## config.mk

```make
export PLATFORM = sky130hd
export DESIGN_NAME = pbcu_front
export DESIGN_NICKNAME = d
export VERILOG_FILES = /design/src/rtl/particle_boundary_condition_unit_defines.svh /design/src/rtl/pbcu_pkg.sv /design/src/rtl/pbcu_front.sv
export SDC_FILE = /design/constraint.sdc
export NUM_CORES = 1
export LEC_CHECK = 0
export BUFFER_PORTS_ARGS = -buffer_cell sky130_fd_sc_hd__buf_2
export CORE_AREA = 2 2 181 183
export DETAILED_ROUTE_END_ITERATION = 7
export DIE_AREA = 0 0 183 185
export PLACE_DENSITY = 0.82
export SETUP_SLACK_MARGIN = 0.2
export SLEW_MARGIN = 20
export SYNTH_ARGS = -nofsm -noshare
export SYNTH_HDL_FRONTEND = slang
export SYNTH_SLANG_ARGS = --single-unit
export TNS_END_PERCENT = 20
```

## constraint.sdc

```tcl
create_clock -name vclk -period 10.5
set_input_delay 0.525 -clock vclk [all_inputs]
set_output_delay 0.525 -clock vclk [all_outputs]
set_load 0.02 [all_outputs]
```

## src/rtl/particle_boundary_condition_unit_defines.svh

```systemverilog
// -----------------------------------------------------------------------------
// particle boundary condition unit: assertion macros
// Shared concurrent assertion forms, sampled on clock and quiet during reset.
// -----------------------------------------------------------------------------
`ifndef PARTICLE_BOUNDARY_CONDITION_UNIT_DEFINES_SVH
`define PARTICLE_BOUNDARY_CONDITION_UNIT_DEFINES_SVH

// condition in this cycle implies consequence in the same cycle
`define PBCU_ASSERT_IMPLY(name, ante, cons, msg) \
   name: assert property (@(posedge clock) disable iff (reset) (ante) |-> (cons)) \
      else $error(msg);

// condition in this cycle implies consequence in the next cycle
`define PBCU_ASSERT_NEXT(name, ante, cons, msg) \
   name: assert property (@(posedge clock) disable iff (reset) (ante) |=> (cons)) \
      else $error(msg);

`endif

```

## src/rtl/pbcu_pkg.sv

```systemverilog
// -----------------------------------------------------------------------------
// pbcu_pkg
// Types, widths and codes shared by the boundary condition unit.
// -----------------------------------------------------------------------------
package pbcu_pkg;

   // number formats
   localparam int DIMS       = 3;
   localparam int FRAC_BITS  = 16;
   localparam int DATA_W     = 32;
   localparam int DIM_W      = 2;
   localparam int NUM_BOUNDS = 3;
   localparam int SUM_W      = 48;

   // derived arithmetic widths
   localparam int PROD_W     = 2 * DATA_W;
   localparam int SCALED_W   = PROD_W - FRAC_BITS;
   localparam int FORCE_W    = SCALED_W + 4;
   localparam int SQ_W       = SCALED_W;
   localparam int SQ_HI_W    = SQ_W - DATA_W;
   localparam int EHI_W      = DATA_W + SQ_HI_W;
   localparam int ECARRY_W   = EHI_W + 1;
   localparam int ENERGY_W   = PROD_W - FRAC_BITS - 1;
   localparam int FSUM_ADD_W = ((FORCE_W > SUM_W) ? FORCE_W : SUM_W) + 1;
   localparam int ESUM_ADD_W = ((ENERGY_W > SUM_W) ? ENERGY_W : SUM_W) + 1;

   // saturation limits
   localparam logic [DATA_W-1:0] POS_LIMIT = {1'b0, {(DATA_W-1){1'b1}}};
   localparam logic [DATA_W-1:0] NEG_LIMIT = {1'b1, {(DATA_W-1){1'b0}}};
   localparam logic [SUM_W-1:0]  FSUM_MAX  = {1'b0, {(SUM_W-1){1'b1}}};
   localparam logic [SUM_W-1:0]  ESUM_MAX  = {SUM_W{1'b1}};

   // sequencer steps
   localparam int DIV_STEPS = DATA_W;
   localparam int STEP_W    = $clog2(DIV_STEPS);
   localparam logic [STEP_W-1:0] STEP_SPRING   = STEP_W'(0);
   localparam logic [STEP_W-1:0] STEP_DAMP     = STEP_W'(1);
   localparam logic [STEP_W-1:0] STEP_SQUARE   = STEP_W'(2);
   localparam logic [STEP_W-1:0] STEP_SQ_TAKE  = STEP_W'(3);
   localparam logic [STEP_W-1:0] STEP_E_LO     = STEP_W'(4);
   localparam logic [STEP_W-1:0] STEP_E_HI     = STEP_W'(5);
   localparam logic [STEP_W-1:0] STEP_ENERGY   = STEP_W'(6);
   localparam logic [STEP_W-1:0] STEP_DIV_LAST = STEP_W'(DIV_STEPS - 1);

   // work queue
   localparam int QUEUE_DEPTH = 2;
   localparam int QPTR_W      = (QUEUE_DEPTH > 1) ? $clog2(QUEUE_DEPTH) : 1;
   localparam int QCNT_W      = $clog2(QUEUE_DEPTH + 1);

   // register file
   localparam int CSR_DATA_W = 64;
   localparam int CSR_ADDR_W = 6;
   localparam int REG_LSB    = 3;
   localparam int REG_IDX_W  = CSR_ADDR_W - REG_LSB;
   localparam int BC_MODES_W = 2 * NUM_BOUNDS;
   localparam logic [BC_MODES_W-1:0] BC_MODES_RESET = BC_MODES_W'(21);

   localparam logic [REG_IDX_W-1:0] REG_BC_MODES    = REG_IDX_W'(0);
   localparam logic [REG_IDX_W-1:0] REG_BOUNDS0     = REG_IDX_W'(1);
   localparam logic [REG_IDX_W-1:0] REG_BOUNDS1     = REG_IDX_W'(2);
   localparam logic [REG_IDX_W-1:0] REG_BOUNDS2     = REG_IDX_W'(3);
   localparam logic [REG_IDX_W-1:0] REG_REPULSION   = REG_IDX_W'(4);
   localparam logic [REG_IDX_W-1:0] REG_DISSIPATION = REG_IDX_W'(5);

   typedef enum logic [1:0] {
      MODE_OPEN    = 2'd0,
      MODE_WRAP    = 2'd1,
      MODE_REFLECT = 2'd2,
      MODE_REPEL   = 2'd3
   } bc_mode_type;

   typedef enum logic [1:0] {
      OP_PASS  = 2'd0,
      OP_WRAP  = 2'd1,
      OP_REPEL = 2'd2
   } op_type;

   typedef struct packed {
      logic [DIM_W-1:0]         dimension;
      logic signed [DATA_W-1:0] position;
      logic signed [DATA_W-1:0] velocity;
      logic                     pass_start;
   } req_type;

   typedef struct packed {
      logic signed [DATA_W-1:0] new_position;
      logic signed [DATA_W-1:0] new_velocity;
      logic signed [DATA_W-1:0] force_delta;
      logic signed [SUM_W-1:0]  wall_force_sum;
      logic [SUM_W-1:0]         wall_energy_sum;
   } rsp_type;

   typedef struct packed {
      logic [BC_MODES_W-1:0]                    bc_modes;
      logic [NUM_BOUNDS-1:0][CSR_DATA_W-1:0]    bounds;
      logic [DATA_W-1:0]                        repulsion_gain;
      logic [DATA_W-1:0]                        dissipation_gain;
   } config_type;

   // classified item: opa is dividend or overshoot, opb divisor or speed
   typedef struct packed {
      op_type            op;
      logic              pass_start;
      logic              below;
      logic [DATA_W-1:0] position;
      logic [DATA_W-1:0] velocity;
      logic [DATA_W-1:0] opa;
      logic [DATA_W-1:0] opb;
   } work_type;

   typedef struct packed {
      logic     not_empty;
      work_type work;
   } queue_head_type;

endpackage

```

## src/rtl/pbcu_front.sv

```systemverilog
// -----------------------------------------------------------------------------
// pbcu_front
// Accepts request transfers, looks up the dimension's mode and bounds and
// sorts each item into pass-through, wrap or repel work. Reflection is
// finished here since it is one add and a clamp.
// -----------------------------------------------------------------------------
module pbcu_front import pbcu_pkg::*; (
   input  logic       req_valid,
   output logic       req_ready,
   input  req_type    req_data,
   input  config_type cfg,
   input  logic       queue_full,
   output logic       push,
   output work_type   work
);

   bc_mode_type              mode;
   logic signed [DATA_W-1:0] lo;
   logic signed [DATA_W-1:0] hi;
   logic signed [DATA_W-1:0] x;
   logic signed [DATA_W-1:0] v;
   logic signed [DATA_W:0]   x_ext;
   logic signed [DATA_W:0]   lo_ext;
   logic signed [DATA_W:0]   hi_ext;
   logic signed [DATA_W:0]   span;
   logic signed [DATA_W:0]   lo_minus_x;
   logic signed [DATA_W:0]   x_minus_lo;
   logic signed [DATA_W:0]   x_minus_hi;
   logic signed [DATA_W+1:0] mirror_lo;
   logic signed [DATA_W+1:0] mirror_hi;
   logic signed [DATA_W-1:0] v_neg;
   logic                     below;
   logic                     at_or_above;
   logic                     above;
   logic                     span_pos;

   function automatic logic [DATA_W-1:0] sat_data(input logic signed [DATA_W+1:0] val);
      logic signed [DATA_W+1:0] max_ext;
      logic signed [DATA_W+1:0] min_ext;
      max_ext = $signed({2'b00, POS_LIMIT});
      min_ext = $signed({2'b11, NEG_LIMIT});
      if (val > max_ext) begin
         return POS_LIMIT;
      end else if (val < min_ext) begin
         return NEG_LIMIT;
      end
      return val[DATA_W-1:0];
   endfunction

   // handshake into the work queue
   assign req_ready = !queue_full;
   assign push      = req_valid & req_ready;

   // mode and bounds of the addressed dimension, open when out of range
   always_comb begin
      mode = MODE_OPEN;
      lo   = '0;
      hi   = '0;
      for (int d = 0; d < NUM_BOUNDS; d++) begin
         if (d < DIMS && req_data.dimension == DIM_W'(d)) begin
            mode = bc_mode_type'(cfg.bc_modes[2*d +: 2]);
            lo   = cfg.bounds[d][CSR_DATA_W-1:DATA_W];
            hi   = cfg.bounds[d][DATA_W-1:0];
         end
      end
   end

   // comparisons and differences
   assign x           = req_data.position;
   assign v           = req_data.velocity;
   assign x_ext       = {x[DATA_W-1], x};
   assign lo_ext      = {lo[DATA_W-1], lo};
   assign hi_ext      = {hi[DATA_W-1], hi};
   assign span        = hi_ext - lo_ext;
   assign span_pos    = !span[DATA_W] && (span != '0);
   assign lo_minus_x  = lo_ext - x_ext;
   assign x_minus_lo  = x_ext - lo_ext;
   assign x_minus_hi  = x_ext - hi_ext;
   assign below       = x < lo;
   assign at_or_above = x >= hi;
   assign above       = x > hi;

   // mirrored positions and negated velocity
   assign mirror_lo = {lo_ext, 1'b0} - {{2{x[DATA_W-1]}}, x};
   assign mirror_hi = {hi_ext, 1'b0} - {{2{x[DATA_W-1]}}, x};
   assign v_neg     = (v == $signed(NEG_LIMIT)) ? $signed(POS_LIMIT) : -v;

   // classify
   always_comb begin
      work.op         = OP_PASS;
      work.pass_start = req_data.pass_start;
      work.below      = 1'b0;
      work.position   = x;
      work.velocity   = v;
      work.opa        = '0;
      work.opb        = '0;
      case (mode)
         MODE_OPEN: ;
         MODE_WRAP: begin
            if (span_pos && below) begin
               work.op       = OP_WRAP;
               work.below    = 1'b1;
               work.opa      = lo_minus_x[DATA_W-1:0];
               work.opb      = span[DATA_W-1:0];
               work.position = hi;
            end else if (span_pos && at_or_above) begin
               work.op       = OP_WRAP;
               work.opa      = x_minus_lo[DATA_W-1:0];
               work.opb      = span[DATA_W-1:0];
               work.position = lo;
            end
         end
         MODE_REFLECT: begin
            if (below) begin
               work.position = sat_data(mirror_lo);
               work.velocity = v_neg;
            end else if (above) begin
               work.position = sat_data(mirror_hi);
               work.velocity = v_neg;
            end
         end
         MODE_REPEL: begin
            // outward speed clamped at zero
            if (below) begin
               work.op    = OP_REPEL;
               work.below = 1'b1;
               work.opa   = lo_minus_x[DATA_W-1:0];
               work.opb   = v[DATA_W-1] ? (DATA_W'(0) - v) : '0;
            end else if (above) begin
               work.op  = OP_REPEL;
               work.opa = x_minus_hi[DATA_W-1:0];
               work.opb = v[DATA_W-1] ? '0 : v;
            end
         end
         default: ;
      endcase
   end

endmodule

```

==> flow_metrics.tcl <==
set metrics [dict create \
    outcome "completed" \
    holdBufCountCts 0 \
    drv_slew 0 \
    fillCellCount 3132 \
    worst_pin_slew_ns 1.33 \
    holdPathEnd "work[129]" \
    synth_warnings 0 \
    relSlewSlack_pct 10.5 \
    final_common_cell "buf_2" \
    cp-end-kind "output pin" \
    total_power_mw 1.90 \
    dieArea_sq_um 33900 \
    dieHeight_um 185 \
    cp.arrival_ns 7.94 \
    cp-start-kind "input port" \
    cts-resized-gates 0 \
    syn-num-nets 3241 \
    layout_common_cells "buf_2 (398), o21ai_0 (326), nand2_1 (245)" \
    num_io_pins 465 \
    ys_seq_area_share_pct 0 \
    ant_nets 0 \
    hold_viol_final 0 \
    numPortBuffers 399 \
    layout-drive-gt1-share_pct 17.8 \
    worstSetupPathType "in2out" \
    ir_worst_vdd_mv 0.0509 \
    cp_data_required_time_ns 9.98 \
    antenna_found_initial 2 \
    grt_pass1_wl_um 124000 \
    viasPerCell 7.02 \
    rows 66 \
    worstHoldStart "req_data[0]" \
    start_util_pct 54.0 \
    min_period_ns 8.46 \
    drc 0 \
    hpwl_um 67800 \
    hold_class "in2out" \
    period_share_pct 80.6 \
    core_sq_um 32000 \
    post_drt_wl_per_cell_um 24.5 \
    rsz0062_at_grt "false" \
    cts_setup_buffers 0 \
    fmax_mhz 118 \
    num_vias 24000 \
    synth_top_area_share_pct 14.2 \
    grt_pass1_vias 21800 \
    clkbuf_count 0 \
    syn_area_per_cell_sq_um 6.39 \
    p_per_area_nw_per_um2 96.0 \
    grt_max_degree 68 \
    drv_cap 0 \
    setup-tns-final_ns 0 \
    regArea_sq_um 0 \
    synth_cell_types 101 \
    area_growth_pct 14.1 \
    first_pass_iters 6 \
    die_x_um 183 \
    grt_usage_pct 46.6 \
    first_iter_violations 3016 \
    postRouteWirelength_um 83700 \
    hold_depth 0 \
    layout.nets 3548 \
    synth_area_leaders "ha_1 (14%), o21ai_0 (9.6%), a21oi_1 (6.7%), nand2_1 (5.3%), a21o_1 (4.5%)" \
    leakage_nw 8.98 \
    crit_fanout 67 \
    syn-cell-area_sq_um 17300 \
    final-setup-viol-count 0 \
    grt-ovfl-total 0 \
    multi_input_comb_area_sq_um 16100 \
    flops_and_latches 0 \
    place_congestion 1.09 \
    synthCells 2708 \
    yosysTopAreaCell "ha_1" \
]
## worst max path at each step
stage	start	endpoint	slack [ns]	depth (start not counted)
after global placement	req_data[66]	work[46]	2.49	26
after CTS	req_data[66]	work[46]	2.38	26
after global routing	req_data[66]	work[44]	1.77	24
final	req_data[66]	work[46]	2.04	26
after detailed placement	req_data[66]	work[46]	2.39	26
after floorplan	req_data[65]	work[44]	3.88	22
## metrics by stage
stage	instances	setup slack (ns)	hold slack, ns	util (%)	area [sq um]
after CTS	3421	2.38	1.05	61.6	19700
final	3423	2.04	1.05	61.6	19700
after floorplan	2708	3.88	1.13	-	17300
after global routing	3421	1.77	1.05	61.6	19700
after detailed placement	3421	2.39	1.05	61.6	19700
after global placement	3421	2.49	1.05	61.6	19700
## report_power, final
part             total [mW]   internal, mW  leakage (nW)  switching (mW)
clock          0.0000000100  0.00000000998     0.0000108               0
sequential                0              0             0               0
combinational          1.90          0.656          8.98            1.24
total                  1.90          0.656          8.98            1.24
## cell usage after synthesis, types with 7 or more instances
| library cell | count |
|---|---|
| and4_1 | 9 |
| xor2_1 | 54 |
| a31oi_1 | 30 |
| nor2b_1 | 22 |
| a211oi_1 | 39 |
| clkbuf_1 | 127 |
| o31ai_1 | 26 |
| a32oi_1 | 25 |
| nor3b_1 | 9 |
| o211ai_1 | 60 |
| o31a_1 | 38 |
| a221oi_1 | 24 |
| buf_1 | 14 |
| a2111oi_0 | 7 |
| a221o_1 | 9 |
| and2_1 | 21 |
| nand2_1 | 246 |
| mux2i_1 | 76 |
| o2111ai_1 | 14 |
| and3_1 | 24 |
| a21o_1 | 104 |
| nand4_1 | 31 |
| inv_1 | 140 |
| a21boi_0 | 10 |
| or3_1 | 38 |
| o22ai_1 | 20 |
| o21a_1 | 49 |
| o21ai_0 | 331 |
| ha_1 | 196 |
| nand3_1 | 63 |
| nand2b_1 | 29 |
| buf_2 | 23 |
| a211o_1 | 12 |
| or2_2 | 10 |
| o21ai_1 | 15 |
| xnor2_1 | 72 |
| nor4_1 | 15 |
| nor2_1 | 186 |
| o21bai_1 | 19 |
| nor3_1 | 99 |
| a22oi_1 | 7 |
| a21oi_1 | 230 |
## kinds of logic (layout without fill, tap and decap cells)
| group | Yosys count | after routing | synth area share, % |
|---|---|---|---|
| muxes | 76 | 76 | 4.40 |
| buffers and inverters | 316 | 621 | 7.19 |
| and+or+nand+nor | 838 | 838 | 23.8 |
| AOI/OAI and AO/OA | 1150 | 1150 | 43.3 |
| adders and majority gates | 202 | 202 | 14.9 |
| other | 0 | 2 | 0 |
| xor gates and xnor gates | 126 | 126 | 6.38 |
## layout make-up
class / instances / share of cell area, %
repair buffers: 475 / 13.0
inverters: 146 / 2.78
diodes: 2 / 0.0254
multi-input cells: 2392 / 81.6
well taps: 408 / 2.59
## worst max-delay path, cell delays in order
cell,delay [ns]
buf_2,0.07
buf_4,0.46
nor2b_4,0.38
buf_4,0.53
nand2_1,0.11
o21ai_0,0.29
inv_1,0.23
ha_1,0.31
inv_1,0.08
fa_1,0.24
a211oi_2,0.08
nor2_1,0.37
a21oi_1,0.23
a21oi_1,0.61
a21boi_0,0.24
xnor2_1,0.23
nor3b_1,0.19
nor4b_2,0.40
nand4_2,0.13
buf_4,0.25
and3_1,0.43
nand3_4,0.25
inv_2,0.27
and4_1,0.28
or3_1,0.45
buf_2,0.20
## metal layers
layer	global-route usage, %	wire, um	vias to the layer above
li1	-	-	10800
met1	57.9	31700	11000
met2	71.6	35000	1806
met3	9.50	9620	404
met4	34.1	7310	2
met5	0	14	-
Note: power is estimated with default switching activity, not from simulation.
