$ cat src/rtl/particle_boundary_condition_unit_defines.svh
// -----------------------------------------------------------------------------
// particle boundary condition unit: assertion macros
// Shared concurrent assertion forms, sampled on clock and quiet during reset.
// -----------------------------------------------------------------------------
`ifndef PARTICLE_BOUNDARY_CONDITION_UNIT_DEFINES_SVH
`define PARTICLE_BOUNDARY_CONDITION_UNIT_DEFINES_SVH

// condition in this cycle implies consequence in the same cycle
`define PBCU_ASSERT_IMPLY(name, ante, cons, msg) \
   name: assert property (@(posedge clock) disable iff (reset) (ante) |-> (cons)) \
      else $error(msg);

// condition in this cycle implies consequence in the next cycle
`define PBCU_ASSERT_NEXT(name, ante, cons, msg) \
   name: assert property (@(posedge clock) disable iff (reset) (ante) |=> (cons)) \
      else $error(msg);

`endif

$ cat src/rtl/pbcu_pkg.sv
// -----------------------------------------------------------------------------
// pbcu_pkg
// Types, widths and codes shared by the boundary condition unit.
// -----------------------------------------------------------------------------
package pbcu_pkg;

   // number formats
   localparam int DIMS       = 3;
   localparam int FRAC_BITS  = 16;
   localparam int DATA_W     = 32;
   localparam int DIM_W      = 2;
   localparam int NUM_BOUNDS = 3;
   localparam int SUM_W      = 48;

   // derived arithmetic widths
   localparam int PROD_W     = 2 * DATA_W;
   localparam int SCALED_W   = PROD_W - FRAC_BITS;
   localparam int FORCE_W    = SCALED_W + 4;
   localparam int SQ_W       = SCALED_W;
   localparam int SQ_HI_W    = SQ_W - DATA_W;
   localparam int EHI_W      = DATA_W + SQ_HI_W;
   localparam int ECARRY_W   = EHI_W + 1;
   localparam int ENERGY_W   = PROD_W - FRAC_BITS - 1;
   localparam int FSUM_ADD_W = ((FORCE_W > SUM_W) ? FORCE_W : SUM_W) + 1;
   localparam int ESUM_ADD_W = ((ENERGY_W > SUM_W) ? ENERGY_W : SUM_W) + 1;

   // saturation limits
   localparam logic [DATA_W-1:0] POS_LIMIT = {1'b0, {(DATA_W-1){1'b1}}};
   localparam logic [DATA_W-1:0] NEG_LIMIT = {1'b1, {(DATA_W-1){1'b0}}};
   localparam logic [SUM_W-1:0]  FSUM_MAX  = {1'b0, {(SUM_W-1){1'b1}}};
   localparam logic [SUM_W-1:0]  ESUM_MAX  = {SUM_W{1'b1}};

   // sequencer steps
   localparam int DIV_STEPS = DATA_W;
   localparam int STEP_W    = $clog2(DIV_STEPS);
   localparam logic [STEP_W-1:0] STEP_SPRING   = STEP_W'(0);
   localparam logic [STEP_W-1:0] STEP_DAMP     = STEP_W'(1);
   localparam logic [STEP_W-1:0] STEP_SQUARE   = STEP_W'(2);
   localparam logic [STEP_W-1:0] STEP_SQ_TAKE  = STEP_W'(3);
   localparam logic [STEP_W-1:0] STEP_E_LO     = STEP_W'(4);
   localparam logic [STEP_W-1:0] STEP_E_HI     = STEP_W'(5);
   localparam logic [STEP_W-1:0] STEP_ENERGY   = STEP_W'(6);
   localparam logic [STEP_W-1:0] STEP_DIV_LAST = STEP_W'(DIV_STEPS - 1);

   // work queue
   localparam int QUEUE_DEPTH = 2;
   localparam int QPTR_W      = (QUEUE_DEPTH > 1) ? $clog2(QUEUE_DEPTH) : 1;
   localparam int QCNT_W      = $clog2(QUEUE_DEPTH + 1);

   // register file
   localparam int CSR_DATA_W = 64;
   localparam int CSR_ADDR_W = 6;
   localparam int REG_LSB    = 3;
   localparam int REG_IDX_W  = CSR_ADDR_W - REG_LSB;
   localparam int BC_MODES_W = 2 * NUM_BOUNDS;
   localparam logic [BC_MODES_W-1:0] BC_MODES_RESET = BC_MODES_W'(21);

   localparam logic [REG_IDX_W-1:0] REG_BC_MODES    = REG_IDX_W'(0);
   localparam logic [REG_IDX_W-1:0] REG_BOUNDS0     = REG_IDX_W'(1);
   localparam logic [REG_IDX_W-1:0] REG_BOUNDS1     = REG_IDX_W'(2);
   localparam logic [REG_IDX_W-1:0] REG_BOUNDS2     = REG_IDX_W'(3);
   localparam logic [REG_IDX_W-1:0] REG_REPULSION   = REG_IDX_W'(4);
   localparam logic [REG_IDX_W-1:0] REG_DISSIPATION = REG_IDX_W'(5);

   typedef enum logic [1:0] {
      MODE_OPEN    = 2'd0,
      MODE_WRAP    = 2'd1,
      MODE_REFLECT = 2'd2,
      MODE_REPEL   = 2'd3
   } bc_mode_type;

   typedef enum logic [1:0] {
      OP_PASS  = 2'd0,
      OP_WRAP  = 2'd1,
      OP_REPEL = 2'd2
   } op_type;

   typedef struct packed {
      logic [DIM_W-1:0]         dimension;
      logic signed [DATA_W-1:0] position;
      logic signed [DATA_W-1:0] velocity;
      logic                     pass_start;
   } req_type;

   typedef struct packed {
      logic signed [DATA_W-1:0] new_position;
      logic signed [DATA_W-1:0] new_velocity;
      logic signed [DATA_W-1:0] force_delta;
      logic signed [SUM_W-1:0]  wall_force_sum;
      logic [SUM_W-1:0]         wall_energy_sum;
   } rsp_type;

   typedef struct packed {
      logic [BC_MODES_W-1:0]                    bc_modes;
      logic [NUM_BOUNDS-1:0][CSR_DATA_W-1:0]    bounds;
      logic [DATA_W-1:0]                        repulsion_gain;
      logic [DATA_W-1:0]                        dissipation_gain;
   } config_type;

   // classified item: opa is dividend or overshoot, opb divisor or speed
   typedef struct packed {
      op_type            op;
      logic              pass_start;
      logic              below;
      logic [DATA_W-1:0] position;
      logic [DATA_W-1:0] velocity;
      logic [DATA_W-1:0] opa;
      logic [DATA_W-1:0] opb;
   } work_type;

   typedef struct packed {
      logic     not_empty;
      work_type work;
   } queue_head_type;

endpackage

$ cat src/rtl/pbcu_queue.sv
// -----------------------------------------------------------------------------
// pbcu_queue
// Short work queue that decouples classification from execution.
// -----------------------------------------------------------------------------
`include "particle_boundary_condition_unit_defines.svh"

module pbcu_queue import pbcu_pkg::*; (
   input  logic           clock,
   input  logic           reset,
   input  logic           push,
   input  work_type       push_work,
   input  logic           pop,
   output logic           full,
   output queue_head_type head
);

   work_type            entries_ff [QUEUE_DEPTH];
   work_type            entries_in [QUEUE_DEPTH];
   logic [QPTR_W-1:0]   wr_ptr_ff;
   logic [QPTR_W-1:0]   wr_ptr_in;
   logic [QPTR_W-1:0]   rd_ptr_ff;
   logic [QPTR_W-1:0]   rd_ptr_in;
   logic [QCNT_W-1:0]   count_ff;
   logic [QCNT_W-1:0]   count_in;

   function automatic logic [QPTR_W-1:0] ptr_next(input logic [QPTR_W-1:0] ptr);
      return (ptr == QPTR_W'(QUEUE_DEPTH - 1)) ? '0 : ptr + QPTR_W'(1);
   endfunction

   assign full           = (count_ff == QCNT_W'(QUEUE_DEPTH));
   assign head.not_empty = (count_ff != '0);
   assign head.work      = entries_ff[rd_ptr_ff];

   // pointer and occupancy update
   always_comb begin
      entries_in = entries_ff;
      wr_ptr_in  = wr_ptr_ff;
      rd_ptr_in  = rd_ptr_ff;
      count_in   = count_ff;
      if (push) begin
         entries_in[wr_ptr_ff] = push_work;
         wr_ptr_in             = ptr_next(wr_ptr_ff);
      end
      if (pop) begin
         rd_ptr_in = ptr_next(rd_ptr_ff);
      end
      if (push && !pop) begin
         count_in = count_ff + QCNT_W'(1);
      end else if (pop && !push) begin
         count_in = count_ff - QCNT_W'(1);
      end
   end

   always_ff @(posedge clock) begin
      if (reset) begin
         wr_ptr_ff <= '0;
         rd_ptr_ff <= '0;
         count_ff  <= '0;
      end else begin
         wr_ptr_ff <= wr_ptr_in;
         rd_ptr_ff <= rd_ptr_in;
         count_ff  <= count_in;
      end
   end

   // entry storage
   always_ff @(posedge clock) begin
      entries_ff <= entries_in;
   end

   // checks
   `PBCU_ASSERT_IMPLY(a_pop_not_empty, pop, count_ff != '0, "pop from an empty work queue")
   `PBCU_ASSERT_IMPLY(a_count_bound, 1'b1, count_ff <= QCNT_W'(QUEUE_DEPTH), "queue overfilled")
   `PBCU_ASSERT_NEXT(a_push_grows, push && !pop, count_ff == $past(count_ff) + QCNT_W'(1), "push lost")

endmodule

$ cat config.mk
export PLATFORM = sky130hd
export DESIGN_NAME = pbcu_queue
export DESIGN_NICKNAME = d
export VERILOG_FILES = /design/src/rtl/pbcu_pkg.sv /design/src/rtl/pbcu_queue.sv
export VERILOG_INCLUDE_DIRS = /design/src /design/src/rtl
export SDC_FILE = /design/constraint.sdc
export NUM_CORES = 1
export LEC_CHECK = 0
export BUFFER_PORTS_ARGS = -buffer_cell sky130_fd_sc_hd__buf_4
export CORE_MARGIN = 2
export CORE_UTILIZATION = 31
export CTS_CLUSTER_DIAMETER = 150
export DETAILED_ROUTE_END_ITERATION = 8
export PLACE_DENSITY = 0.51
export SYNTH_ARGS = -nofsm -noshare
export SYNTH_HDL_FRONTEND = slang
export SYNTH_SLANG_ARGS = --single-unit
export TNS_END_PERCENT = 10
$ cat constraint.sdc
create_clock -name clock -period 15.1 [get_ports clock]
set_input_delay 1.51 -clock clock [delete_from_list [all_inputs] [get_ports clock]]
set_output_delay 1.51 -clock clock [all_outputs]
set_load 0.01 [all_outputs]
==> results of run 1 <==
[worst min-delay path by stage]
stage                                    end  slack [ns]  cells past startpoint
floorplan           count_ff[1]$_SDFFE_PP0P_        0.46                      2
global placement    count_ff[1]$_SDFFE_PP0P_        0.47                      2
detailed placement  count_ff[1]$_SDFFE_PP0P_        0.50                      2
CTS                 count_ff[1]$_SDFFE_PP0P_        0.51                      2
global route        count_ff[1]$_SDFFE_PP0P_        0.55                      2
finish              count_ff[1]$_SDFFE_PP0P_        0.51                      2
[cells in the mapped netlist]
master	instances
edfxtp_1	264
mux2_4	70
mux2_2	62
buf_6	9
buf_2	6
dfxtp_1	4
nor2_1	3
nor2b_1	2
xnor2_1	2
xor2_1	2
a21oi_1	1
and2_1	1
ha_1	1
inv_1	1
o21ai_0	1
or2_2	1
or3_1	1
[final cells by class]
type                            count  area, sq um
Sequential cell                   268         8011
Tap cell                          402        503.0
Clock buffer                       37        785.8
Clock inverter                     14        168.9
Timing Repair Buffer              274         2057
Inverter                            1        3.754
Fill cell                        2814        18250
Multi-Input combinational cell    147         1859
[power by group through the flow]
stage	registers [W]	clock network [W]	logic [W]
3_3_place_gp	0.000896	0	0.000227
5_1_grt	0.000887	0.000753	0.000242
6_report	0.000883	0.000698	0.000225
2_1_floorplan	0.000899	0	0.000119
3_5_place_dp	0.000899	0	0.000230
4_1_cts	0.000883	0.000722	0.000230
[routing by layer]
metal	track usage	vias to the layer above	part of all wire
met5	0	-	0
li1	-	2293	-
met3	0.04002	23	0.10
met4	0.02752	0	0.014
met2	0.1896	201	0.47
met1	0.1491	2477	0.42
[cells by family after synthesis]
group	count (synthesis)	share of synthesized area
DFF	268	0.8014
adders and majority gates	1	0.001252
xor gates and xnor gates	4	0.003507
buffers and inverters	16	0.01352
muxes	132	0.1751
AOI/OAI and AO/OA	2	0.001001
and+or+nand+nor	8	0.004258
[metrics by stage]
stage | worst slack (ns) | cells | hold WS (ns)
CTS | 10.93 | 1143 | 0.5125
finish | 11.01 | 1143 | 0.5134
global route | 10.86 | 1143 | 0.5531
floorplan | 7.230 | 431 | 0.4558
global placement | 11.31 | 1092 | 0.4683
detailed placement | 11.26 | 1092 | 0.5004
[sequential cells by signal, indices dropped and copies added, names as in the netlist]
signal,flops
count_ff,2
entries_ff,264
rd_ptr_ff,1
wr_ptr_ff,1
[critical path, delay by kind of cell (launching register included)]
family                 cells  cell delay [ns]
buffers and inverters      2             0.99
flip-flops                 1             0.58
multiplexers               1             0.42
==> results by group, run 1 <==
Route
  – Drt via density: 4.369
  – Final WL: 20.63 mm
  – DR iter-0 viols: 248
  – Drt drc: 0
  – DR vias: 4994
  – Antenna Nets Post-Route: 0
  – Pre-antenna DRT Iters: 4
  – Drt wl/cell: 18.05 um

Critical path
  – Class of the most critical setup path: flop to primary output
  – Crit path cell chain: buf_4, mux2_2, buf_4
  – Setup crit end kind: primary output
  – Max incr delay on CP: 0.85 ns
  – CP arrival: 2.58 ns
  – Worst endpoint required time: 13.59 ns
  – Reg2reg start: wr_ptr_ff$_SDFFE_PP0P_
  – CP Launch Type: flop
  – Critical path peak fanout: 55
  – Most common cell on crit path: buf_4
  – Worst reg-to-reg setup slack: 12.51 ns
  – Reg2reg path depth: 2
  – CP max-delay cell: buf_4
  – CP endpoint: head[111]
  – Reg-to-reg endpoint: entries_ff[25]$_DFFE_PP_
  – CP startpoint: rd_ptr_ff$_SDFFE_PP0P_

GRT
  – First-pass GRT wire length: 30.26 mm
  – Antenna violations before repair: 0
  – Total track usage: 0.1162
  – Largest net degree at the start of global routing: 70
  – Vias in the first global route: 5325
  – Overflow after GRT: 0

Place
  – Placed cell area: 12430 sq um
  – Detail Placement HPWL: 13.57 mm
  – Gpl congestion: 0.6934
  – Number of I/O port buffers: 269

Power and ir drop
  – Switching portion of total power: 0.2104
  – P_int: 0.001426 W
  – Cell Pwr Density: 134.9 nW/um^2
  – Combinational Power Share: 0.125
  – Sw Pwr: 0.0003799 W
  – Pwr Total: 0.001806 W
  – Static Leak: 5.106 nW
  – Clk pwr share: 0.387
  – Sequential Power Share: 0.489
  – Worst vdd ir: 70.16 uV

Timing
  – Fin. max-slew vios: 0
  – Slew @ Worst Pin: 1.018 ns
  – Max-slew headroom: 0.3212
  – Setup violators final: 0
  – RSZ-0062 raised after global routing: false
  – Final Hold Viols: 0
  – Worst Skew: 0.01417 ns
  – Clock period minus worst slack: 4.086 ns
  – FMAX: 0.2448 GHz
  – Fin crit share: 0.2706
  – Setup tns final: 0 ns

Clock tree
  – CTS clk-pin slew, worst paths: 0.06 ns
  – Clk buf depth: 3
  – Post-CTS setup buffer count: 0
  – CTS Buf Count: 29
  – CTS Hold Buffers Added: 0
  – Clock Sinks: 268
  – CTS tree: done
  – Root buffer cell: clkbuf_16
  – Clk_lat worst skew: 0.53 ns
  – Post-CTS sizing: 0
  – H-tree depth: 1

Job
  – Max Cap Viol: 0

Yosys
  – Synth Register Bits: 268
  – Area share of the largest cell type after synthesis: 0.7934
  – Ranking of synthesized cells by area: edfxtp_1 (79%), mux2_4 (11%), mux2_2 (7.0%), buf_6 (1.0%), dfxtp_1 (0.80%)
  – Syn avg cell area: 23.18 sq um
  – Cell Area, Synth: 9992 sq um
  – Post-synth cell types: 17
  – Post-synth net total: 568
  – Ys Warns: 0
  – Mapped Cells: 431
  – Leading area contributor after synthesis: edfxtp_1
  – Post-synthesis sequential area ratio: 0.8014

Floorplan
  – Row cnt: 65
  – Die W: 183.5 um
  – Initial Utilization: 0.3158
  – Die Y: 183.5 um
  – Die area: 33690 sq um
  – I/O pins: 270
  – Core area: 31640 sq um

Min path
  – Hold wc startpoint: count_ff[1]$_SDFFE_PP0P_
  – HP Class: flop to flop

Final layout
  – Nets: 858
  – Layout cells sized above 1: 0.6073
  – Most common cell after layout, fill and taps aside: buf_4
  – Layout Utilization: 0.4232
  – # diodes: 0
  – Area Growth Syn to Fin: 34.00%
  – Commonest non-fill, non-tap cells in the layout: buf_4 (274), edfxtp_1 (264), mux2_4 (70), mux2_2 (62), clkbuf_16 (29)
  – Fin area: 13390 sq um

Outcome
  – Status: completed
Note: power is estimated with default switching activity, not from simulation.
==> inputs of run 2 (changes only) <==
Clock period 15.1 ns to 3.99 ns, I/O delays scaled along.
==> run 2 against run 1 <==
- non-clock buffer count up 2
- critical endpoint is now head[11]
- register-to-register slack worse by 10 ns
- combinational power rose to 3.7 times the previous value
- clock skew down 0.0098 ns
- die area unchanged
- count of clock-buffer cells in the layout down 2
==> results by group, run 2 (synthesis gave the netlist of run 1 again) <==
Timing
  – Fin. max-slew vios: 0
  – Clock period minus worst slack: 2.823 ns
  – Setup violators final: 0
  – FMAX: 0.3542 GHz
  – Slew @ Worst Pin: 0.9440 ns
  – Fin crit share: 0.7076
  – Worst Skew: 0.004356 ns
  – RSZ-0062 raised after global routing: false
  – Max-slew headroom: 0.3707
  – Setup tns final: 0 ns
  – Final Hold Viols: 0

Clock tree
  – H-tree depth: 1
  – CTS tree: done
  – Clock Sinks: 268
  – CTS Buf Count: 29
  – Post-CTS sizing: 0
  – Root buffer cell: clkbuf_16
  – Clk_lat worst skew: 0.52 ns
  – CTS clk-pin slew, worst paths: 0.06 ns
  – Clk buf depth: 3
  – Post-CTS setup buffer count: 0
  – CTS Hold Buffers Added: 0

Final layout
  – Largest Register: entries_ff
  – Commonest non-fill, non-tap cells in the layout: buf_4 (274), edfxtp_1 (264), mux2_4 (70), mux2_2 (62), clkbuf_16 (29)
  – Largest regs: entries_ff (264), count_ff (2)
  – # diodes: 0
  – Max reg flops: 264
  – Area Growth Syn to Fin: 33.46%
  – Nets: 860
  – Most common cell after layout, fill and taps aside: buf_4
  – Fin area: 13340 sq um
  – Layout cells sized above 1: 0.6059

GRT
  – Vias in the first global route: 5410
  – Largest net degree at the start of global routing: 70
  – Overflow after GRT: 0
  – Antenna violations before repair: 0
  – First-pass GRT wire length: 30.46 mm
  – Total track usage: 0.1166

Power and ir drop
  – Pwr Total: 0.006631 W
  – Static Leak: 5.086 nW
  – Cell Pwr Density: 497.2 nW/um^2
  – Worst vdd ir: 261.9 uV

Critical path
  – CP Launch Type: flop
  – CP startpoint: rd_ptr_ff$_SDFFE_PP0P_
  – Worst endpoint required time: 3.59 ns
  – Setup crit end kind: primary output
  – Reg2reg path depth: 2
  – CP arrival: 2.42 ns
  – Worst reg-to-reg setup slack: 2.19 ns
  – Class of the most critical setup path: flop to primary output
  – Critical path peak fanout: 36
  – Reg2reg start: wr_ptr_ff$_SDFFE_PP0P_
  – Reg-to-reg endpoint: entries_ff[70]$_DFFE_PP_

Floorplan
  – Row cnt: 65
  – Die W: 183.5 um
  – I/O pins: 270
  – Core area: 31640 sq um
  – Initial Utilization: 0.3158
  – Die Y: 183.5 um
  – Die area: 33690 sq um

Route
  – Drt drc: 0
  – Antenna Nets Post-Route: 0
  – DR vias: 4951
  – DR iter-0 viols: 238
  – Final WL: 20.49 mm
  – Drt via density: 4.332
  – Pre-antenna DRT Iters: 4
  – Drt wl/cell: 17.92 um

Min path
  – Hold depth: 1
  – Hold wc startpoint: push_work[20]
  – HP Class: input port to flop
  – Hold endpoint: entries_ff[20]$_DFFE_PP_

Place
  – Detail Placement HPWL: 13.97 mm
  – Number of I/O port buffers: 269
  – Gpl congestion: 0.7302
  – Placed cell area: 12470 sq um

Job
  – Max Cap Viol: 0

Outcome
  – Status: completed
-- run 2: cell count changes in the layout (fill, tap and decap cells not counted), sizes merged --
cell	previous run	this run
bufinv	4	2
inv	2	1
clkinvlp	1	0
clkbuf	37	35
buf	274	276
clkinv	8	12
-- run 2: per-layer routing --
metal,wire [um],vias up,track usage
met5,0,-,0
met4,641,0,0.03616
met3,1787,40,0.03903
met2,10010,187,0.1950
met1,8047,2430,0.1430
li1,-,2294,-
-- run 2: through the flow --
stage | setup WS, ns | util | hold slack, ns | cells
3_5_place_dp | 1.691 | 0.3943 | 0.5045 | 1094
6_report | 1.167 | 0.4215 | 0.05289 | 1143
2_1_floorplan | 0.05010 | - | 0.4558 | 431
3_3_place_gp | 1.755 | 0.3943 | 0.4712 | 1094
4_1_cts | 1.107 | 0.4215 | 0.01493 | 1143
5_1_grt | 1.017 | 0.4215 | 0.01881 | 1143
-- run 2: worst max path at each step --
| stage | end | depth (start not counted) | slack, ns |
|---|---|---|---|
| after floorplan | entries_ff[0]$_DFFE_PP_ | 1 | 0.05 |
| after global placement | head[129] | 3 | 1.76 |
| after detailed placement | head[11] | 3 | 1.69 |
| after CTS | head[11] | 3 | 1.11 |
| after global routing | head[126] | 3 | 1.02 |
| final | head[11] | 3 | 1.17 |
-- run 2: power breakdown --
group	internal (W)	switching (W)	leakage (nW)
registers	0.00329	0.0000586	2.51
clock network	0.00144	0.000999	0.426
logic	0.000472	0.000367	2.15
-- run 2: area by class of cell --
cell class	count	area, sq um
tap	402	503.0
clock buffer	35	748.2
clock inverter	14	112.6
sequential	268	8011
timing repair buffer	276	2097
inverter	1	3.754
fill	2814	18300
multi-input combinational	147	1859
-- run 2: worst max-delay path, stage by stage, from the launching register on --
cell and delay, ns:
dfxtp_4 0.72, buf_4 0.56, mux2_2 0.41, buf_4 0.14
