--- config.mk ---
export PLATFORM = sky130hd
export DESIGN_NAME = pbcu_csr
export DESIGN_NICKNAME = d
export VERILOG_FILES = /design/src/rtl/particle_boundary_condition_unit_defines.svh /design/src/rtl/pbcu_pkg.sv /design/src/rtl/pbcu_csr.sv
export SDC_FILE = /design/constraint.sdc
export NUM_CORES = 1
export LEC_CHECK = 0
export ABC_AREA = 0
export BUFFER_PORTS_ARGS = -buffer_cell sky130_fd_sc_hd__buf_2
export CAP_MARGIN = 15
export CORE_MARGIN = 3
export CORE_UTILIZATION = 48
export CTS_BUF_LIST = sky130_fd_sc_hd__clkbuf_4 sky130_fd_sc_hd__clkbuf_8 sky130_fd_sc_hd__clkbuf_16
export DETAILED_ROUTE_END_ITERATION = 6
export GPL_ROUTABILITY_DRIVEN = 0
export GPL_TIMING_DRIVEN = 0
export PLACE_DENSITY = 0.87
export SLEW_MARGIN = 20
export SYNTH_ARGS = -nofsm -noshare
export SYNTH_HDL_FRONTEND = slang
export SYNTH_SLANG_ARGS = --single-unit
--- constraint.sdc ---
create_clock -name clock -period 2.85 [get_ports clock]
set_input_delay 0.57 -clock clock [delete_from_list [all_inputs] [get_ports clock]]
set_output_delay 0.57 -clock clock [all_outputs]
set_load 0.02 [all_outputs]
--- src/rtl/particle_boundary_condition_unit_defines.svh ---
// -----------------------------------------------------------------------------
// particle boundary condition unit: assertion macros
// Shared concurrent assertion forms, sampled on clock and quiet during reset.
// -----------------------------------------------------------------------------
`ifndef PARTICLE_BOUNDARY_CONDITION_UNIT_DEFINES_SVH
`define PARTICLE_BOUNDARY_CONDITION_UNIT_DEFINES_SVH

// condition in this cycle implies consequence in the same cycle
`define PBCU_ASSERT_IMPLY(name, ante, cons, msg) \
   name: assert property (@(posedge clock) disable iff (reset) (ante) |-> (cons)) \
      else $error(msg);

// condition in this cycle implies consequence in the next cycle
`define PBCU_ASSERT_NEXT(name, ante, cons, msg) \
   name: assert property (@(posedge clock) disable iff (reset) (ante) |=> (cons)) \
      else $error(msg);

`endif

--- src/rtl/pbcu_pkg.sv ---
// -----------------------------------------------------------------------------
// pbcu_pkg
// Types, widths and codes shared by the boundary condition unit.
// -----------------------------------------------------------------------------
package pbcu_pkg;

   // number formats
   localparam int DIMS       = 3;
   localparam int FRAC_BITS  = 16;
   localparam int DATA_W     = 32;
   localparam int DIM_W      = 2;
   localparam int NUM_BOUNDS = 3;
   localparam int SUM_W      = 48;

   // derived arithmetic widths
   localparam int PROD_W     = 2 * DATA_W;
   localparam int SCALED_W   = PROD_W - FRAC_BITS;
   localparam int FORCE_W    = SCALED_W + 4;
   localparam int SQ_W       = SCALED_W;
   localparam int SQ_HI_W    = SQ_W - DATA_W;
   localparam int EHI_W      = DATA_W + SQ_HI_W;
   localparam int ECARRY_W   = EHI_W + 1;
   localparam int ENERGY_W   = PROD_W - FRAC_BITS - 1;
   localparam int FSUM_ADD_W = ((FORCE_W > SUM_W) ? FORCE_W : SUM_W) + 1;
   localparam int ESUM_ADD_W = ((ENERGY_W > SUM_W) ? ENERGY_W : SUM_W) + 1;

   // saturation limits
   localparam logic [DATA_W-1:0] POS_LIMIT = {1'b0, {(DATA_W-1){1'b1}}};
   localparam logic [DATA_W-1:0] NEG_LIMIT = {1'b1, {(DATA_W-1){1'b0}}};
   localparam logic [SUM_W-1:0]  FSUM_MAX  = {1'b0, {(SUM_W-1){1'b1}}};
   localparam logic [SUM_W-1:0]  ESUM_MAX  = {SUM_W{1'b1}};

   // sequencer steps
   localparam int DIV_STEPS = DATA_W;
   localparam int STEP_W    = $clog2(DIV_STEPS);
   localparam logic [STEP_W-1:0] STEP_SPRING   = STEP_W'(0);
   localparam logic [STEP_W-1:0] STEP_DAMP     = STEP_W'(1);
   localparam logic [STEP_W-1:0] STEP_SQUARE   = STEP_W'(2);
   localparam logic [STEP_W-1:0] STEP_SQ_TAKE  = STEP_W'(3);
   localparam logic [STEP_W-1:0] STEP_E_LO     = STEP_W'(4);
   localparam logic [STEP_W-1:0] STEP_E_HI     = STEP_W'(5);
   localparam logic [STEP_W-1:0] STEP_ENERGY   = STEP_W'(6);
   localparam logic [STEP_W-1:0] STEP_DIV_LAST = STEP_W'(DIV_STEPS - 1);

   // work queue
   localparam int QUEUE_DEPTH = 2;
   localparam int QPTR_W      = (QUEUE_DEPTH > 1) ? $clog2(QUEUE_DEPTH) : 1;
   localparam int QCNT_W      = $clog2(QUEUE_DEPTH + 1);

   // register file
   localparam int CSR_DATA_W = 64;
   localparam int CSR_ADDR_W = 6;
   localparam int REG_LSB    = 3;
   localparam int REG_IDX_W  = CSR_ADDR_W - REG_LSB;
   localparam int BC_MODES_W = 2 * NUM_BOUNDS;
   localparam logic [BC_MODES_W-1:0] BC_MODES_RESET = BC_MODES_W'(21);

   localparam logic [REG_IDX_W-1:0] REG_BC_MODES    = REG_IDX_W'(0);
   localparam logic [REG_IDX_W-1:0] REG_BOUNDS0     = REG_IDX_W'(1);
   localparam logic [REG_IDX_W-1:0] REG_BOUNDS1     = REG_IDX_W'(2);
   localparam logic [REG_IDX_W-1:0] REG_BOUNDS2     = REG_IDX_W'(3);
   localparam logic [REG_IDX_W-1:0] REG_REPULSION   = REG_IDX_W'(4);
   localparam logic [REG_IDX_W-1:0] REG_DISSIPATION = REG_IDX_W'(5);

   typedef enum logic [1:0] {
      MODE_OPEN    = 2'd0,
      MODE_WRAP    = 2'd1,
      MODE_REFLECT = 2'd2,
      MODE_REPEL   = 2'd3
   } bc_mode_type;

   typedef enum logic [1:0] {
      OP_PASS  = 2'd0,
      OP_WRAP  = 2'd1,
      OP_REPEL = 2'd2
   } op_type;

   typedef struct packed {
      logic [DIM_W-1:0]         dimension;
      logic signed [DATA_W-1:0] position;
      logic signed [DATA_W-1:0] velocity;
      logic                     pass_start;
   } req_type;

   typedef struct packed {
      logic signed [DATA_W-1:0] new_position;
      logic signed [DATA_W-1:0] new_velocity;
      logic signed [DATA_W-1:0] force_delta;
      logic signed [SUM_W-1:0]  wall_force_sum;
      logic [SUM_W-1:0]         wall_energy_sum;
   } rsp_type;

   typedef struct packed {
      logic [BC_MODES_W-1:0]                    bc_modes;
      logic [NUM_BOUNDS-1:0][CSR_DATA_W-1:0]    bounds;
      logic [DATA_W-1:0]                        repulsion_gain;
      logic [DATA_W-1:0]                        dissipation_gain;
   } config_type;

   // classified item: opa is dividend or overshoot, opb divisor or speed
   typedef struct packed {
      op_type            op;
      logic              pass_start;
      logic              below;
      logic [DATA_W-1:0] position;
      logic [DATA_W-1:0] velocity;
      logic [DATA_W-1:0] opa;
      logic [DATA_W-1:0] opb;
   } work_type;

   typedef struct packed {
      logic     not_empty;
      work_type work;
   } queue_head_type;

endpackage

--- src/rtl/pbcu_csr.sv ---
// -----------------------------------------------------------------------------
// pbcu_csr
// Configuration register file behind the APB-style port.
// -----------------------------------------------------------------------------
module pbcu_csr import pbcu_pkg::*; (
   input  logic                  clock,
   input  logic                  reset,
   input  logic                  psel,
   input  logic                  penable,
   input  logic                  pwrite,
   input  logic [CSR_ADDR_W-1:0] paddr,
   input  logic [CSR_DATA_W-1:0] pwdata,
   output logic [CSR_DATA_W-1:0] prdata,
   output logic                  pready,
   output config_type            cfg
);

   config_type             cfg_ff;
   config_type             cfg_in;
   logic [REG_IDX_W-1:0]   reg_idx;
   logic                   wr_en;

   assign reg_idx = paddr[CSR_ADDR_W-1:REG_LSB];
   assign wr_en   = psel & penable & pwrite;
   assign pready  = 1'b1;
   assign cfg     = cfg_ff;

   // write decode
   always_comb begin
      cfg_in = cfg_ff;
      if (wr_en) begin
         case (reg_idx)
            REG_BC_MODES:    cfg_in.bc_modes         = pwdata[BC_MODES_W-1:0];
            REG_BOUNDS0:     cfg_in.bounds[0]        = pwdata;
            REG_BOUNDS1:     cfg_in.bounds[1]        = pwdata;
            REG_BOUNDS2:     cfg_in.bounds[2]        = pwdata;
            REG_REPULSION:   cfg_in.repulsion_gain   = pwdata[DATA_W-1:0];
            REG_DISSIPATION: cfg_in.dissipation_gain = pwdata[DATA_W-1:0];
            default: ;
         endcase
      end
   end

   // read mux
   always_comb begin
      case (reg_idx)
         REG_BC_MODES:    prdata = CSR_DATA_W'(cfg_ff.bc_modes);
         REG_BOUNDS0:     prdata = cfg_ff.bounds[0];
         REG_BOUNDS1:     prdata = cfg_ff.bounds[1];
         REG_BOUNDS2:     prdata = cfg_ff.bounds[2];
         REG_REPULSION:   prdata = CSR_DATA_W'(cfg_ff.repulsion_gain);
         REG_DISSIPATION: prdata = CSR_DATA_W'(cfg_ff.dissipation_gain);
         default:         prdata = '0;
      endcase
   end

   always_ff @(posedge clock) begin
      if (reset) begin
         cfg_ff.bc_modes         <= BC_MODES_RESET;
         cfg_ff.bounds           <= '0;
         cfg_ff.repulsion_gain   <= '0;
         cfg_ff.dissipation_gain <= '0;
      end else begin
         cfg_ff <= cfg_in;
      end
   end

endmodule

==> impl_metrics.env, run 1 <==
export IMPL_outcome="finished, final reports clean"
export IMPL_critPathKind="primary input to output port"
export IMPL_io_pins=402
export IMPL_p_comb_share_pct=7.6
export IMPL_syn_nets=1251
export IMPL_hold_path_class="primary input to flop"
export IMPL_setup_violations_final=0
export IMPL_path_clk_slew_ns=0.06
export IMPL_p_leak_uw=0.008236
export IMPL_drive_gt1_share_pct=33.66
export IMPL_finalInstanceArea_sq_mm=0.01578
export IMPL_portBuffers=394
export IMPL_vias=11030
export IMPL_r2r_start="cfg[127]"
export IMPL_period_minus_slack_ns=2.790
export IMPL_wl_mm=44.60
export IMPL_dp_final_hpwl_mm=33.07
export IMPL_cts_tree="yes"
export IMPL_fin_skew_ns=0
export IMPL_intPower_uw=6153
export IMPL_cp_required_ns=2.28
export IMPL_crit_start="paddr[5]"
export IMPL_clockPowerShare_pct=46.4
export IMPL_dpl_cell_area_sq_mm=0.01476
export IMPL_rsz0062_at_grt="false"
export IMPL_fin_total_pwr_uw=8080
export IMPL_finalCoreUtilization_pct=62.48
export IMPL_finalWorstSetupSlack_ns=0.06001
export IMPL_place_inst=1900
export IMPL_ys_seq_area_share_pct=42.39
export IMPL_dpl_worst_slack_ns=-0.2218
export IMPL_cp_slowest_stage_delay_ns=0.43
export IMPL_route_detailed_drc=0
export IMPL_critical_path_top_delay_family="buffers and inverters"
export IMPL_start_kind="primary input"
export IMPL_synth_edf_count=0
export IMPL_fin_crit_sh_pct=97.89
export IMPL_crit_path_cell_trace="buf_4 > buf_4 > buf_2 > mux2i_1 > o311ai_0 > buf_2"
export IMPL_syn_cell_area_sq_mm=0.01237
export IMPL_critPathCaptureType="output port"
export IMPL_p_per_area_mw_per_mm2=512.1
export IMPL_layoutNonFillerInstCount=1956
export IMPL_grt_antenna_before_repair=0
export IMPL_rows=58
export IMPL_drt_iter0_drc=884
export IMPL_ys_warnings_count=0
export IMPL_maxCapViolCount=0
export IMPL_synth_most_common_cell="nand2b_1"
export IMPL_synth_cell_type_count=31
export IMPL_critPathMaxFanout=10
export IMPL_wl_per_cell_um=22.80
export IMPL_synthTopCellsByCount="326 x nand2b_1, 298 x mux2i_1, 262 x dfxtp_1"
export IMPL_worst_path_buf_inv=4
export IMPL_yosysTopAreaCell="dfxtp_1"
export IMPL_nets=1679
export IMPL_synth_cells=1176
export IMPL_die_y_um=166.5
export IMPL_ys_flop_type="dfxtp_1"
export IMPL_start_util_pct=48.99
export IMPL_synth_area_leaders="dfxtp_1 42%, mux2i_1 24%, nand2b_1 16%, mux2_2 3.4%, a221o_1 2.1%"
export IMPL_die_w_um=166.5
export IMPL_grt_remaining_overflow=0
export IMPL_cts_root_buf="clkbuf_16"
export IMPL_dr_pass1_iters=5
export IMPL_clk_latency_ns=0.53
export IMPL_p_sw_share_pct=23.84
export IMPL_critical_path_slowest_cell="o311ai_0"
export IMPL_clockBufferDepth=3
export IMPL_ir_drop_mv=0.3246
export IMPL_max_freq_mhz=358.4
export IMPL_p_sw_uw=1926
export IMPL_synth_seq_cells=262
export IMPL_viasPerCell=5.639
export IMPL_cts_htree_levels=1
export IMPL_grt_pass1_wl_mm=66.96
export IMPL_finalHoldViolCount=0
export IMPL_coreArea_sq_mm=0.02525
export IMPL_yosysTopAreaCellShare_pct=42.39
export IMPL_postSynthAreaPerCell_sq_um=10.52
export IMPL_cts_hold_buf=0
export IMPL_synthArstFlopShare_pct=0
export IMPL_tightestPinTransition_ns=0.7968
export IMPL_critPathArrivalTime_ns=2.22
export IMPL_largest_reg_flops=262
export IMPL_grt_use_total_pct=30.27
export IMPL_slew_violations=0
export IMPL_cts_sinks=262
export IMPL_maxSlewHeadroom_pct=46.88
export IMPL_cts_buffers=28
export IMPL_grt_pass1_vias=11170
export IMPL_grt_max_degree=14
export IMPL_hp_start="pwdata[0]"
export IMPL_die_area_sq_mm=0.02774
export IMPL_syn2layout_area_growth_pct=27.53
export IMPL_sequentialPowerShare_pct=46.0
export IMPL_drt_antenna_violating_nets=0
==> power by group through the flow <==
stage	clock [uW]	combinational, uW	sequential (uW)
final	3750	614	3720
after floorplan	0	328	3820
after global placement	0	590	3790
after CTS	3790	607	3710
after global routing	3930	646	3720
after detailed placement	0	599	3800
==> path summary, 6_finish.rpt <==
check,slack [ns],cells after the start,endpoint
max,0.06,6,prdata[3]
min,0.32,3,cfg[256]
max reg2reg,2.12,2,cfg[127]
min reg2reg,0.49,2,cfg[109]
==> logic make-up after synthesis <==
kind of cell / Yosys count / synth area share [%]
other cells: 1 / 0.03031
mux: 335 / 27.48
buf+inv: 97 / 4.763
flops: 262 / 42.39
compound gates: 93 / 6.473
simple gates: 388 / 18.86
==> layout by cell type (no fill, tap or decap), drive strengths merged, types with 3 or more instances in the layout <==
| master | Yosys | layout |
|---|---|---|
| a221o | 26 | 26 |
| a22oi | 34 | 34 |
| buf | 53 | 446 |
| clkbuf | 44 | 88 |
| clkinv | 0 | 7 |
| clkinvlp | 0 | 3 |
| dfxtp | 262 | 262 |
| mux2 | 37 | 37 |
| mux2i | 298 | 298 |
| nand2 | 10 | 10 |
| nand2b | 326 | 326 |
| nor2 | 40 | 40 |
| o221ai | 3 | 3 |
| o2bb2ai | 26 | 26 |
==> worst reg2reg max path, stage by stage (launching register included) <==
cell      delay (ns)
dfxtp_1         0.42
nand2b_1        0.09
mux2i_1         0.14
==> per-stage QoR <==
step           hold slack [ns]  TNS, ns
2_1_floorplan           0.5555        0
3_3_place_gp            0.4707   -4.500
3_5_place_dp            0.4808   -5.188
4_1_cts                 0.3044        0
5_1_grt                 0.3129        0
6_report                0.3206        0
==> per-layer routing <==
metal  vias to the layer above  share of wire [%]  GRT usage (%)
met2                       583                 48          52.98
li1                       4931                  -              -
met4                         0                4.1          12.05
met1                      5380                 40          36.94
met3                       135                7.4          5.483
met5                         -                  0              0
==> area by class of cell <==
cell class | instances | area [sq um]
fillers | 2073 | 9477
multi-input cells | 817 | 6543
flip-flops and latches | 262 | 5245
repair buffers | 398 | 2002
clock buffers | 39 | 838.3
plain buffers | 97 | 613.1
well taps | 330 | 412.9
clock inverters | 12 | 121.4
diodes | 1 | 2.502
==> repair_timing <==
item                       in CTS  in global routing
setup endpoints to repair      52                 42
pin swaps                       1                  0
setup buffers                   4                  0
resized for setup               6                 10
Power figures use the tool's default switching activity.
==> inputs of run 2 (changes only) <==
BUFFER_PORTS_ARGS = -buffer_cell sky130_fd_sc_hd__clkbuf_2   (was -buffer_cell sky130_fd_sc_hd__buf_2)
clock period = 2.8 ns   (was 2.85 ns; I/O delays follow)
==> impl_metrics.env, run 2 (synthesis results as in run 1) <==
export IMPL_outcome="finished, final reports clean"
export IMPL_seqCellArea_sq_mm=0.005245
export IMPL_start_util_pct=48.99
export IMPL_rsz0062_at_grt="false"
export IMPL_io_pins=402
export IMPL_vias=11040
export IMPL_p_sw_uw=1991
export IMPL_min_path_cells=3
export IMPL_clk_latency_ns=0.54
export IMPL_path_clk_slew_ns=0.06
export IMPL_p_sw_share_pct=23.81
export IMPL_grt_pass1_vias=11310
export IMPL_drt_iter0_drc=792
export IMPL_reg2reg_depth=2
export IMPL_drive_gt1_share_pct=33.83
export IMPL_largest_reg_flops=262
export IMPL_maxCapViolCount=0
export IMPL_ir_drop_mv=0.4041
export IMPL_clockPowerShare_pct=47.3
export IMPL_r2r_start="cfg[42]"
export IMPL_viasPerCell=5.645
export IMPL_hold_path_class="primary input to flop"
export IMPL_die_y_um=166.5
export IMPL_wl_per_cell_um=22.76
export IMPL_r2r_slack_ns=2.03
export IMPL_dr_pass1_iters=5
export IMPL_finalWorstSetupSlack_ns=0.04482
export IMPL_fin_skew_ns=0
export IMPL_p_leak_uw=0.007989
export IMPL_fin_crit_sh_pct=98.40
export IMPL_clockBufferDepth=3
export IMPL_route_detailed_drc=0
export IMPL_nets=1679
export IMPL_syn2layout_area_growth_pct=27.79
export IMPL_cp_endpoint="prdata[3]"
export IMPL_p_per_area_mw_per_mm2=528.9
export IMPL_critPathCaptureType="output port"
export IMPL_cts_htree_levels=1
export IMPL_finalHoldViolCount=0
export IMPL_hold_ws_ns=0.3017
export IMPL_cts_hold_buf=0
export IMPL_p_comb_share_pct=7.5
export IMPL_dpl_worst_slack_ns=-0.2686
export IMPL_final_cell_mix="400 x clkbuf_2, 326 x nand2b_1, 298 x mux2i_1"
export IMPL_grt_use_total_pct=30.36
export IMPL_die_w_um=166.5
export IMPL_crit_start="paddr[4]"
export IMPL_slew_violations=0
export IMPL_critPathMaxFanout=10
export IMPL_cts_tree="yes"
export IMPL_cts_root_buf="clkbuf_16"
export IMPL_cp_required_ns=2.24
export IMPL_cts_sinks=262
export IMPL_multi_input_area_sq_mm=0.006543
export IMPL_critPathArrivalTime_ns=2.20
export IMPL_layout_commonest_cell="clkbuf_2"
export IMPL_tightestPinTransition_ns=0.7804
export IMPL_grt_antenna_before_repair=1
export IMPL_fin_total_pwr_uw=8363
export IMPL_die_area_sq_mm=0.02774
export IMPL_portBuffers=394
export IMPL_sequentialPowerShare_pct=45.2
export IMPL_maxSlewHeadroom_pct=47.97
export IMPL_dp_final_hpwl_mm=33.07
export IMPL_max_freq_mhz=363.0
export IMPL_grt_max_degree=14
export IMPL_rows=58
export IMPL_cts_buffers=28
export IMPL_n_antenna_cell=0
export IMPL_intPower_uw=6372
export IMPL_final_fill_count=2063
export IMPL_wl_mm=44.53
export IMPL_setup_violations_final=0
export IMPL_grt_pass1_wl_mm=67.02
export IMPL_grt_remaining_overflow=0
export IMPL_critPathKind="primary input to output port"
export IMPL_start_kind="primary input"
export IMPL_drt_antenna_violating_nets=0
export IMPL_r2r_end="cfg[42]"
export IMPL_period_minus_slack_ns=2.755
export IMPL_coreArea_sq_mm=0.02525
[run 2: changes by cell type in the layout (fill, tap and decap cells not counted), moves of 2 or more]
cell / delta
buf_2: -396
buf_4: +3
clkbuf_1: -2
clkbuf_2: +395
clkbuf_4: +4
clkinvlp_4: -3
[run 2: stage by stage]
step | TNS, ns | std cells | instance area, sq um | utilization (%)
6_report | 0 | 1956 | 15810 | 62.60
3_3_place_gp | -6.906 | 1900 | 14760 | 58.43
5_1_grt | 0 | 1956 | 15810 | 62.60
2_1_floorplan | 0 | 1176 | 12370 | -
4_1_cts | 0 | 1956 | 15800 | 62.55
3_5_place_dp | -8.377 | 1900 | 14760 | 58.43
[run 2: metal layers]
metal  part of all wire, %  track usage (%)
met1                    39            37.34
met3                   7.6            4.795
met5                     0                0
met4                   4.7            14.53
met2                    48            52.08
[run 2: how the worst min path moves through the flow]
stage / start / slack (ns) / endpoint
CTS: pwdata[2] / 0.29 / cfg[258]
global placement: cfg[233] / 0.47 / cfg[233]
floorplan: cfg[181] / 0.56 / cfg[181]
detailed placement: cfg[187] / 0.48 / cfg[187]
global route: pwdata[2] / 0.31 / cfg[258]
finish: pwdata[4] / 0.30 / cfg[260]
[run 2: area by class of cell]
class / count / share of cell area, %
multi-input cells: 817 / 41.38
flip-flops and latches: 262 / 33.17
clock buffers: 41 / 5.358
well taps: 330 / 2.612
clock inverters: 11 / 0.8943
plain buffers: 97 / 3.917
repair buffers: 398 / 12.66
[run 2: timing repair]
item	in CTS	in global routing
endpoints found under the setup margin	55	46
buffers inserted	4	0
pin swaps	1	0
endpoints found under the hold margin	0	0
resized for setup	9	17
[run 2: power groups by stage]
stage                     sequential [uW]  combinational (uW)  clock (uW)
after floorplan                      3890                 334           0
after global placement               3860                 601           0
after global routing                 3780                 659        4120
after detailed placement             3860                 612           0
final                                3780                 626        3950
after CTS                            3780                 620        3960
[run 2: worst max-delay path, cell delays in order]
cell	delay (ns)
clkbuf_2	0.09
buf_2	0.22
and3b_1	0.18
buf_2	0.31
clkbuf_4	0.35
nand2_1	0.09
o311ai_0	0.14
clkbuf_2	0.25
